==> config.mk <==
export PLATFORM = sky130hd
export DESIGN_NAME = ps2_keyboard_frame_receiver_top
export DESIGN_NICKNAME = d
export VERILOG_FILES = /design/src/hdl/ps2kfr_pkg.sv /design/src/hdl/ps2kfr_frame.sv /design/src/hdl/ps2_keyboard_frame_receiver_top.sv
export VERILOG_INCLUDE_DIRS = /design/src /design/src/hdl
export SDC_FILE = /design/constraint.sdc
export NUM_CORES = 1
export LEC_CHECK = 0
export ABC_AREA = 1
export BUFFER_PORTS_ARGS = -buffer_cell sky130_fd_sc_hd__clkbuf_2
export CAP_MARGIN = 10
export CELL_PAD_IN_SITES_DETAIL_PLACEMENT = 0
export CELL_PAD_IN_SITES_GLOBAL_PLACEMENT = 2
export CORE_ASPECT_RATIO = 1.4
export CORE_MARGIN = 8
export CORE_UTILIZATION = 27
export CTS_CLUSTER_DIAMETER = 150
export DETAILED_ROUTE_END_ITERATION = 16
export PLACE_DENSITY_LB_ADDON = 0.12
export SLEW_MARGIN = 15
export SYNTH_ARGS = -nofsm -noshare
export SYNTH_HDL_FRONTEND = slang
export SYNTH_SLANG_ARGS = --single-unit
==> constraint.sdc <==
create_clock -name clk -period 2.75 [get_ports clk]
set_input_delay 0 -clock clk [delete_from_list [all_inputs] [get_ports clk]]
set_output_delay 0 -clock clk [all_outputs]
set_load 0.02 [all_outputs]
==> src/hdl/ps2_keyboard_frame_receiver_top_assert.svh <==
// Assertion macros shared by the PS/2 frame receiver RTL.
`ifndef PS2_KEYBOARD_FRAME_RECEIVER_TOP_ASSERT_SVH
`define PS2_KEYBOARD_FRAME_RECEIVER_TOP_ASSERT_SVH

// Same-cycle implication, checked out of reset.
`define PS2KFR_ASSERT_NOW(label, ante, cons) \
    label: assert property (@(posedge clk) disable iff (!rst_n) (ante) |-> (cons)) \
        else $error("ps2kfr: same-cycle check failed");

// Next-cycle implication, checked out of reset.
`define PS2KFR_ASSERT_NEXT(label, ante, cons) \
    label: assert property (@(posedge clk) disable iff (!rst_n) (ante) |=> (cons)) \
        else $error("ps2kfr: next-cycle check failed");

`endif

==> src/hdl/ps2kfr_pkg.sv <==
// Types, codes and scan code table for the PS/2 keyboard frame receiver.
package ps2kfr_pkg;

    // Frame phases
    localparam logic [1:0] PH_IDLE = 2'd0;
    localparam logic [1:0] PH_RISE = 2'd1;
    localparam logic [1:0] PH_FALL = 2'd2;

    // Result status codes
    localparam logic [1:0] ST_OK      = 2'd0;
    localparam logic [1:0] ST_TIMEOUT = 2'd1;
    localparam logic [1:0] ST_PARITY  = 2'd2;

    // Configuration register indexes
    localparam logic CFG_HIGH_WAIT = 1'b0;
    localparam logic CFG_LOW_WAIT  = 1'b1;

    // Reset values of the wait limits
    localparam logic [7:0] HIGH_WAIT_RESET = 8'd255;
    localparam logic [7:0] LOW_WAIT_RESET  = 8'd200;

    // Special scan codes and characters
    localparam logic [7:0] CODE_BREAK    = 8'hF0;
    localparam logic [7:0] CODE_EXTENDED = 8'hE0;
    localparam logic [7:0] CHAR_UNKNOWN  = 8'h01;

    // Number of data bits in a frame
    localparam logic [3:0] DATA_BITS = 4'd8;

    typedef struct packed {
        logic [1:0] status;
        logic [7:0] character;
        logic [7:0] scan_code;
    } item_t;

    typedef struct packed {
        logic  valid;
        item_t item;
    } frame_result_t;

    // Scan code set 2 to ASCII; unknown codes and prefixes give CHAR_UNKNOWN
    function automatic logic [7:0] code_to_char(input logic [7:0] code);
        logic [7:0] ch;
        ch = CHAR_UNKNOWN;
        unique case (code)
            CODE_BREAK:    ch = CHAR_UNKNOWN;
            CODE_EXTENDED: ch = CHAR_UNKNOWN;
            8'h1C: ch = 8'h61; // a
            8'h32: ch = 8'h62; // b
            8'h21: ch = 8'h63; // c
            8'h23: ch = 8'h64; // d
            8'h24: ch = 8'h65; // e
            8'h2B: ch = 8'h66; // f
            8'h34: ch = 8'h67; // g
            8'h33: ch = 8'h68; // h
            8'h43: ch = 8'h69; // i
            8'h3B: ch = 8'h6A; // j
            8'h42: ch = 8'h6B; // k
            8'h4B: ch = 8'h6C; // l
            8'h3A: ch = 8'h6D; // m
            8'h31: ch = 8'h6E; // n
            8'h44: ch = 8'h6F; // o
            8'h4D: ch = 8'h70; // p
            8'h15: ch = 8'h71; // q
            8'h2D: ch = 8'h72; // r
            8'h1B: ch = 8'h73; // s
            8'h2C: ch = 8'h74; // t
            8'h3C: ch = 8'h75; // u
            8'h2A: ch = 8'h76; // v
            8'h1D: ch = 8'h77; // w
            8'h22: ch = 8'h78; // x
            8'h35: ch = 8'h79; // y
            8'h1A: ch = 8'h7A; // z
            8'h45: ch = 8'h30; // 0
            8'h16: ch = 8'h31; // 1
            8'h1E: ch = 8'h32; // 2
            8'h26: ch = 8'h33; // 3
            8'h25: ch = 8'h34; // 4
            8'h2E: ch = 8'h35; // 5
            8'h36: ch = 8'h36; // 6
            8'h3D: ch = 8'h37; // 7
            8'h3E: ch = 8'h38; // 8
            8'h46: ch = 8'h39; // 9
            8'h4E: ch = 8'h2D; // -
            8'h55: ch = 8'h3D; // =
            8'h5B: ch = 8'h5D; // ]
            8'h54: ch = 8'h5B; // [
            8'h4C: ch = 8'h3B; // ;
            8'h29: ch = 8'h20; // space
            8'h5A: ch = 8'h0D; // enter
            8'h66: ch = 8'h08; // backspace
            default: ch = CHAR_UNKNOWN;
        endcase
        return ch;
    endfunction

endpackage

==> src/hdl/ps2kfr_frame.sv <==
// Frame state machine: edge detect, bit shift, parity check and wait timeouts.
module ps2kfr_frame
(
    input  logic                     clk,
    input  logic                     rst_n,
    input  logic                     step,
    input  logic                     clock_level,
    input  logic                     data_level,
    input  logic [7:0]               high_wait_limit,
    input  logic [7:0]               low_wait_limit,
    output ps2kfr_pkg::frame_result_t result
);

    logic [1:0] phase_reg,  phase_next;
    logic       prev_clk_reg, prev_clk_next;
    logic [3:0] bits_reg,   bits_next;
    logic [7:0] shift_reg,  shift_next;
    logic       parity_reg, parity_next;
    logic [7:0] ticks_reg,  ticks_next;

    logic [7:0] ticks_inc;
    logic       parity_ok;

    assign ticks_inc = ticks_reg + 8'd1;
    assign parity_ok = ((^shift_reg) ^ parity_reg) == 1'b1;

    // Next state and result for the current sample
    always_comb
    begin
        phase_next    = phase_reg;
        prev_clk_next = clock_level;
        bits_next     = bits_reg;
        shift_next    = shift_reg;
        parity_next   = parity_reg;
        ticks_next    = ticks_reg;
        result        = '0;

        unique case (phase_reg)
            ps2kfr_pkg::PH_RISE:
            begin
                if (clock_level)
                begin
                    phase_next = ps2kfr_pkg::PH_FALL;
                    ticks_next = '0;
                end
                else
                begin
                    ticks_next = ticks_inc;
                    if (ticks_inc == low_wait_limit)
                    begin
                        phase_next          = ps2kfr_pkg::PH_IDLE;
                        bits_next           = '0;
                        ticks_next          = '0;
                        result.valid        = 1'b1;
                        result.item.status  = ps2kfr_pkg::ST_TIMEOUT;
                    end
                end
            end
            ps2kfr_pkg::PH_FALL:
            begin
                if (!clock_level)
                begin
                    phase_next = ps2kfr_pkg::PH_RISE;
                    ticks_next = '0;
                    if (bits_reg < ps2kfr_pkg::DATA_BITS)
                    begin
                        shift_next = {data_level, shift_reg[7:1]};
                        bits_next  = bits_reg + 4'd1;
                    end
                    else if (bits_reg == ps2kfr_pkg::DATA_BITS)
                    begin
                        parity_next = data_level;
                        bits_next   = bits_reg + 4'd1;
                    end
                    else
                    begin
                        // stop bit: level not checked
                        phase_next            = ps2kfr_pkg::PH_IDLE;
                        bits_next             = '0;
                        result.valid          = 1'b1;
                        result.item.scan_code = shift_reg;
                        if (parity_ok)
                        begin
                            result.item.status    = ps2kfr_pkg::ST_OK;
                            result.item.character = ps2kfr_pkg::code_to_char(shift_reg);
                        end
                        else
                        begin
                            result.item.status = ps2kfr_pkg::ST_PARITY;
                        end
                    end
                end
                else
                begin
                    ticks_next = ticks_inc;
                    if (ticks_inc == high_wait_limit)
                    begin
                        phase_next         = ps2kfr_pkg::PH_IDLE;
                        bits_next          = '0;
                        ticks_next         = '0;
                        result.valid       = 1'b1;
                        result.item.status = ps2kfr_pkg::ST_TIMEOUT;
                    end
                end
            end
            default:
            begin
                // idle, or an unused code treated as idle
                phase_next = ps2kfr_pkg::PH_IDLE;
                bits_next  = '0;
                ticks_next = '0;
                if (prev_clk_reg && !clock_level && !data_level)
                begin
                    phase_next  = ps2kfr_pkg::PH_RISE;
                    shift_next  = '0;
                    parity_next = 1'b0;
                end
            end
        endcase

        if (!step)
        begin
            result.valid = 1'b0;
        end
    end

    // State registers, advanced once per accepted sample
    always_ff @(posedge clk or negedge rst_n)
    begin
        if (!rst_n)
        begin
            phase_reg    <= ps2kfr_pkg::PH_IDLE;
            prev_clk_reg <= 1'b1;
            bits_reg     <= '0;
            shift_reg    <= '0;
            parity_reg   <= 1'b0;
            ticks_reg    <= '0;
        end
        else if (step)
        begin
            phase_reg    <= phase_next;
            prev_clk_reg <= prev_clk_next;
            bits_reg     <= bits_next;
            shift_reg    <= shift_next;
            parity_reg   <= parity_next;
            ticks_reg    <= ticks_next;
        end
    end

endmodule

==> src/hdl/ps2_keyboard_frame_receiver_top.sv <==
// Top level of the PS/2 keyboard frame receiver: config, frame logic, output buffering.
//
//  channel | direction | handshake             | payload
//  --------+-----------+-----------------------+--------------------------------
//  in      | sink      | in_valid / in_ready   | clock_level, data_level
//  out     | source    | out_valid / out_ready | status, character, scan_code
//  cfg     | sink      | cfg_write_en          | cfg_index, cfg_data
//
// One sample per cycle while in_ready is high; a frame result is registered from the
// frame state logic into the output register, or into the skid register while the output is held.
// A one-entry skid register behind the output register keeps in_ready high
// while a result waits; in_ready drops only when both are full.
// Reset: idle phase, previous clock high, limits 255 and 200, no results held.
`include "ps2_keyboard_frame_receiver_top_assert.svh"

module ps2_keyboard_frame_receiver_top
(
    input  logic       clk,
    input  logic       rst_n,
    input  logic       cfg_write_en,
    input  logic       cfg_index,
    input  logic [7:0] cfg_data,
    input  logic       in_valid,
    output logic       in_ready,
    input  logic       clock_level,
    input  logic       data_level,
    output logic       out_valid,
    input  logic       out_ready,
    output logic [1:0] status,
    output logic [7:0] character,
    output logic [7:0] scan_code
);

    logic [7:0] high_wait_reg;
    logic [7:0] low_wait_reg;

    logic                      in_xfer;
    ps2kfr_pkg::frame_result_t result;

    logic              out_valid_reg,  out_valid_next;
    logic              skid_valid_reg, skid_valid_next;
    ps2kfr_pkg::item_t out_item_reg,   out_item_next;
    ps2kfr_pkg::item_t skid_item_reg,  skid_item_next;

    assign in_ready = !skid_valid_reg;
    assign in_xfer  = in_valid && in_ready;

    // Configuration registers
    always_ff @(posedge clk or negedge rst_n)
    begin
        if (!rst_n)
        begin
            high_wait_reg <= ps2kfr_pkg::HIGH_WAIT_RESET;
            low_wait_reg  <= ps2kfr_pkg::LOW_WAIT_RESET;
        end
        else if (cfg_write_en)
        begin
            unique case (cfg_index)
                ps2kfr_pkg::CFG_HIGH_WAIT: high_wait_reg <= cfg_data;
                ps2kfr_pkg::CFG_LOW_WAIT:  low_wait_reg  <= cfg_data;
                default:                   high_wait_reg <= high_wait_reg;
            endcase
        end
    end

    ps2kfr_frame u_frame
    (
        .clk             (clk),
        .rst_n           (rst_n),
        .step            (in_xfer),
        .clock_level     (clock_level),
        .data_level      (data_level),
        .high_wait_limit (high_wait_reg),
        .low_wait_limit  (low_wait_reg),
        .result          (result)
    );

    // Output register plus skid entry
    always_comb
    begin
        out_valid_next  = out_valid_reg;
        skid_valid_next = skid_valid_reg;
        out_item_next   = out_item_reg;
        skid_item_next  = skid_item_reg;

        if (!out_valid_reg || out_ready)
        begin
            if (skid_valid_reg)
            begin
                out_valid_next  = 1'b1;
                out_item_next   = skid_item_reg;
                skid_valid_next = 1'b0;
            end
            else
            begin
                out_valid_next = result.valid;
                out_item_next  = result.item;
            end
            if (skid_valid_reg && result.valid)
            begin
                skid_valid_next = 1'b1;
                skid_item_next  = result.item;
            end
        end
        else if (result.valid)
        begin
            skid_valid_next = 1'b1;
            skid_item_next  = result.item;
        end
    end

    always_ff @(posedge clk or negedge rst_n)
    begin
        if (!rst_n)
        begin
            out_valid_reg  <= 1'b0;
            skid_valid_reg <= 1'b0;
        end
        else
        begin
            out_valid_reg  <= out_valid_next;
            skid_valid_reg <= skid_valid_next;
        end
    end

    always_ff @(posedge clk)
    begin
        out_item_reg  <= out_item_next;
        skid_item_reg <= skid_item_next;
    end

    assign out_valid = out_valid_reg;
    assign status    = out_item_reg.status;
    assign character = out_item_reg.character;
    assign scan_code = out_item_reg.scan_code;

    // Skid entry only fills behind a held output
    `PS2KFR_ASSERT_NOW(a_skid_behind_out, skid_valid_reg, out_valid_reg)
    // A waiting skid entry moves up, so the output stays occupied
    `PS2KFR_ASSERT_NEXT(a_skid_refills_out, skid_valid_reg, out_valid_reg)
    // Timeout results carry no code and no character
    `PS2KFR_ASSERT_NOW(a_timeout_empty,
        out_valid_reg && (status == ps2kfr_pkg::ST_TIMEOUT),
        (character == 8'd0) && (scan_code == 8'd0))
    // Parity errors carry no character
    `PS2KFR_ASSERT_NOW(a_parity_no_char,
        out_valid_reg && (status == ps2kfr_pkg::ST_PARITY), character == 8'd0)

endmodule
==> results.md, run 1 <==
- Initial Utilization: 27.3%
- Clock share of power: 40.2%
- Die width: 127 µm
- First-pass detailed-route iteration total: 4
- Yosys reg bits: 76
- H-tree lvl count: 3
- Status: completed
- Inserted Diodes: 0
- DR vias: 4,022
- Relative slew slack: 38.8%
- Worst skew pair latency: 340 ps
- # Max-Cap Violations: 0
- WP depth: 12
- Final core utilization: 32.6%
- CTS tree: yes
- GPL Wtd Cong: 0.902
- Worst-path cell chain: ha_1 > nand3_1 > nor2_1 > nand2_1 > nand2_1 > nor2_1 > nor2_2 > nand3_1 > nand3_1 > nand2_1 > nor2_1 > buf_6
- Std cell rows: 57
- Setup-failing EPs final: 0
- Fin nets: 690
- DIE AREA: 0.0219 mm²
- Clock buffer depth: 2
- Sw Pwr: 0.835 mW
- Routed wire length per instance: 15.0 µm
- Clk_skew: 7.57 ps
- R2R setup slack: 270 ps
- CTS buffer count: 9
- Combinational power share: 14.9%
- Power after layout: 2.87 mW
- Syn nets: 634
- Syn_area_per_cell: 7.84 µm²
- Crit-path slowest cell: dfrtp_2
- Layout cells sized above 1: 18.2%
- Critical Path Start: u_frame.ticks_reg[1]$_DFFE_PN0P_
- Max rail drop VDD: 0.275 mV
- Final ANT Viol Nets: 0
- Finished Layout Cells: 895
- Hold Vio Cnt, Final: 0
- Pwr/cell area: 513 mW/mm²
- # fillers: 1,853
- Ys flop type: edfxtp_1
- Total grt overflow: 0
- Area delta synth->final: 19.4%
- Core area: 0.0172 mm²
- F_max: 0.403 GHz
- Gr usage total: 13.1%
- CP bufs+invs: 1
- IO Port Bufs: 34
- Largest net degree at the start of global routing: 38
- DR iter-0 viols: 202
- Routed WL: 13,500 µm
- Gr busiest metal: met2
- Cells after Synth: 598
- RSZ-0062 raised after global routing: no
- Met1 usage: 12.2%
- Met3 usage in global routing: 2.41%
- Commonest non-fill, non-tap cell in the layout: nand2_1
- Post-Syn Area: 0.00469 mm²
- Top-area cell type share of the netlist area: 21.8%
- DRC errors left: 0
- CP peak stage delay: 430 ps
- Initial antenna violation count: 0
- Crit path max fanout: 17
- Class of the worst hold path: in2reg
- Boundary Pins: 36
- Clock Sinks: 76
- Placed cell count: 865
- Delay-heaviest family, CP: simple AND/OR/NAND/NOR gates
- Post-synth top area cell: edfxtp_1
- Number of flip-flops in the largest register: 17
- Critical path class: reg2reg
- R2R Path Start: u_frame.ticks_reg[1]$_DFFE_PN0P_
- HPWL Detailed: 10,600 µm
- Synth warn: 0
- Top cells by area, synth: edfxtp_1 (22%), dfrtp_1 (16%), nand2_1 (14%)
- Worst EP arrival: 2520 ps
- Vias/cell: 4.49
- P_leak: 2.66 nW
- Vias in the first global route: 4,304
- FF-to-FF path depth: 12
- Net Sw Frac: 29.0%
- Crit. End Element: flop
- Chip Height: 172 µm
- CTS clk-pin slew, worst paths: 60 ps
- Setup tns final: 0 ps
- Startpoint types: flop
- CTS Root Cell: clkbuf_16
- Seq pwr share: 45.0%
- Crit share post-route: 90.2%
- Fin. max-slew vios: 0
- M2 GR Usage: 25.8%
- EDFF count, synth: 34
- Min Clock Period, post-route: 2480 ps
- CP endpoint: skid_item_reg[3]$_DFFE_PP_
- CP required: 2790 ps
- Most frequent cells in the layout: nand2_1 (181), inv_1 (66), nor2_1 (52), nand3_1 (48), edfxtp_1 (34)
- Worst Tran Pin Value: 919 ps
- Synth async-reset ratio: 55.3%
- First-pass GRT wire length: 22,000 µm
- Cell Int Power: 2.04 mW
- Seq/Total Area, Yosys: 44.5%
- Worst R2R End: skid_item_reg[3]$_DFFE_PP_
- Distinct cell type count of the synthesized netlist: 43
power groups by stage:
stage / registers [mW] / logic, mW / clock network (mW)
6_report: 1.29 / 0.427 / 1.15
3_3_place_gp: 1.31 / 0.426 / 0
3_5_place_dp: 1.32 / 0.422 / 0
4_1_cts: 1.29 / 0.436 / 1.21
2_1_floorplan: 1.30 / 0.294 / 0
5_1_grt: 1.30 / 0.486 / 1.25
layer usage:
layer,routed length (µm),part of all wire (%)
met1,5010,37
met2,7530,56
met3,333,2.5
met4,590,4.4
met5,0,0
final cells by class:
class | instances | area, µm² | area share [%]
well taps | 236 | 295 | 5.28
multi-input cells | 438 | 2270 | 40.5
clock inverters | 7 | 65.1 | 1.16
inverters | 70 | 263 | 4.69
repair buffers | 59 | 392 | 7.00
clock buffers | 9 | 225 | 4.02
flip-flops and latches | 76 | 2090 | 37.3
worst min-delay path by stage:
stage / startpoint / endpoint / slack, ps / cells past startpoint
6_report: in_valid / u_frame.ticks_reg[4]$_DFFE_PN0P_ / 150 / 4
5_1_grt: in_valid / u_frame.ticks_reg[4]$_DFFE_PN0P_ / 190 / 4
4_1_cts: in_valid / u_frame.ticks_reg[7]$_DFFE_PN0P_ / 150 / 4
3_5_place_dp: cfg_data[7] / low_wait_reg[7]$_DFFE_PN1P_ / 230 / 3
3_3_place_gp: cfg_data[7] / high_wait_reg[7]$_DFFE_PN1P_ / 220 / 3
2_1_floorplan: rst_n / low_wait_reg[0]$_DFFE_PN0P_ / -300 / 0
Yosys cell counts (all sizes together), types with 2 or more instances:
master	number
nor3	12
nor3b	2
clkbuf	7
edfxtp	34
dfstp	12
xor2	4
xnor2	5
o21ai	35
o2111ai	2
nor4	2
nand2	196
ha	20
nand4	14
a2111oi	2
nor2	65
nand3	53
a31oi	3
dfrtp	30
inv	70
buf	7
a21oi	15
nand3b	3
worst min-delay path, stage by stage:
cell,delay (ps)
clkbuf_2,100
nand2_1,190
nand2_1,110
nand2_1,50
logic make-up after synthesis:
logic type | after synthesis | share of synthesized area [%]
buffers and inverters | 84 | 7.13
AND/OR/NAND/NOR | 348 | 34.2
AO/OA/AOI/OAI | 60 | 7.10
adder cells (fa/ha/maj) | 20 | 5.34
flip-flops | 76 | 44.5
other | 1 | 0.0800
XOR/XNOR | 9 | 1.68
stage by stage:
step	instance area, µm²	hold slack (ps)	setup slack [ps]
2_1_floorplan	4690	-296	83.3
3_3_place_gp	5160	219	62.3
3_5_place_dp	5160	225	25.2
4_1_cts	5580	154	7.12
5_1_grt	5600	193	13.4
6_report	5600	150	271
what timing repair did:
action / 4_1_cts / 5_1_grt
resized for setup: 0 / 3
buffers inserted: 0 / 2
endpoints found under the hold margin: 49 / 0
hold buffers: 12 / 0
setup endpoints to repair: 0 / 17
(Power assumes the default switching activity.)
==> run 2: changes to the inputs <==
- clock period: 2.75 -> 2.8 ns (I/O delays scaled with it)
==> results.md, run 2 (same netlist as run 1, synthesis figures left out) <==
- DR vias: 4,038
- Clk_skew: 9.55 ps
- FF-to-FF path depth: 14
- Clock Sinks: 76
- R2R Path Start: u_frame.ticks_reg[0]$_DFFE_PN0P_
- F_max: 0.394 GHz
- Worst EP arrival: 2570 ps
- Finished Layout Cells: 892
- Fin nets: 687
- Commonest non-fill, non-tap cell in the layout: nand2_1
- Crit-path slowest cell: dfrtp_2
- DIE AREA: 0.0219 mm²
- Routed WL: 13,300 µm
- HPWL Detailed: 10,500 µm
- CP peak stage delay: 470 ps
- Status: completed
- Fin. max-slew vios: 0
- Die width: 127 µm
- RSZ-0062 raised after global routing: no
- Critical path class: reg2reg
- Worst skew pair latency: 340 ps
- Max rail drop VDD: 0.293 mV
- Placed cell count: 864
- CP endpoint: skid_item_reg[14]$_DFFE_PP_
- WHS: 157 ps
- Class of the worst hold path: in2reg
- Routed wire length per instance: 15.0 µm
- Pwr/cell area: 506 mW/mm²
- Worst-path cell chain: ha_1 > nand2_2 > inv_1 > nand2_1 > nand2_1 > nand2_1 > nand2_1 > nand3_1 > nor2_2 > nand3_1 > nand3_1 > nand2_1 > nor2_1 > buf_6
- Initial antenna violation count: 0
- IO Port Bufs: 34
- CTS Root Cell: clkbuf_16
- Inserted Diodes: 0
- Final core utilization: 32.4%
- H-tree lvl count: 3
- Crit path max fanout: 17
- Post-CTS setup buffer count: 0
- Worst Tran Pin Value: 933 ps
- Cell mode on critical path: nand2_1
- Area delta synth->final: 18.9%
- DR iter-0 viols: 228
- Critical hold path startpoint: in_valid
- Total grt overflow: 0
- R2R setup slack: 260 ps
- Number of flip-flops in the largest register: 17
- Min Clock Period, post-route: 2540 ps
- # Max-Cap Violations: 0
- Worst slack, placed: 95.5 ps
- Gr usage total: 12.7%
- CTS clk-pin slew, worst paths: 60 ps
- Startpoint types: flop
- CTS buffer count: 9
- Most frequent cells in the layout: nand2_1 (181), inv_1 (66), nor2_1 (52), nand3_1 (48), edfxtp_1 (34)
- Vias in the first global route: 4,224
- Core area: 0.0172 mm²
- Final WS setup: 264 ps
- Vias/cell: 4.53
- Chip Height: 172 µm
- GPL Wtd Cong: 0.878
- Clock buffer depth: 2
- Final ANT Viol Nets: 0
- Setup-failing EPs final: 0
- Std cell rows: 57
- Layout cells sized above 1: 17.8%
- DRC errors left: 0
- Worst R2R End: skid_item_reg[14]$_DFFE_PP_
- Relative slew slack: 37.8%
- Boundary Pins: 36
- CP required: 2840 ps
- Largest net degree at the start of global routing: 38
- Setup tns final: 0 ps
- Hold Vio Cnt, Final: 0
- Critical Path Start: u_frame.ticks_reg[0]$_DFFE_PN0P_
- P_leak: 2.64 nW
- First-pass detailed-route iteration total: 7
- Initial Utilization: 27.3%
- Crit share post-route: 90.6%
- Crit. End Element: flop
- CTS tree: yes
- First-pass GRT wire length: 21,500 µm
-- run 2: worst max-delay path: cells and delay by family, from the launching register on --
family	cells	cell delay, ps
fa+ha+maj	1	250
simple gates	11	1190
buf+inv	2	310
flops	1	470
-- run 2: layout make-up --
cell class | count | area [µm²]
flip-flops and latches | 76 | 2090
fillers | 1874 | 11600
repair buffers | 56 | 369
clock inverters | 7 | 65.1
clock buffers | 9 | 225
multi-input cells | 438 | 2270
inverters | 70 | 263
well taps | 236 | 295
-- run 2: what timing repair did --
item / in CTS / in global routing
endpoints found under the hold margin: 49 / 0
resized for setup: 0 / 3
setup endpoints to repair: 0 / 17
hold buffers: 12 / 0
-- run 2: worst min path at each step --
stage | endpoint | slack [ps] | cells after the start
after floorplan | low_wait_reg[0]$_DFFE_PN0P_ | -300 | 0
after global placement | high_wait_reg[7]$_DFFE_PN1P_ | 220 | 3
after detailed placement | low_wait_reg[7]$_DFFE_PN1P_ | 230 | 3
after CTS | u_frame.ticks_reg[7]$_DFFE_PN0P_ | 160 | 4
after global routing | u_frame.ticks_reg[4]$_DFFE_PN0P_ | 190 | 4
final | u_frame.ticks_reg[7]$_DFFE_PN0P_ | 160 | 4
-- run 2: report_power, final --
group / total, mW / internal (mW) / leakage, nW / switching (mW)
logic: 0.416 / 0.153 / 1.65 / 0.263
registers: 1.27 / 1.23 / 0.855 / 0.0442
clock network: 1.14 / 0.622 / 0.140 / 0.514
-- run 2: through the flow --
| stage | power (mW) | area [µm²] |
|---|---|---|
| 4_1_cts | 2.88 | 5570 |
| 2_1_floorplan | 1.57 | 4690 |
| 3_5_place_dp | 1.70 | 5160 |
| 6_report | 2.82 | 5570 |
| 5_1_grt | 2.97 | 5570 |
| 3_3_place_gp | 1.71 | 5160 |
-- run 2: metal layers --
layer | vias up | GRT usage (%) | wire length [µm]
met3 | 33 | 2.31 | 444
met2 | 93 | 25.5 | 7420
met1 | 1861 | 11.8 | 4930
li1 | 2051 | - | -
met4 | 0 | 7.01 | 556
met5 | - | 0 | 0
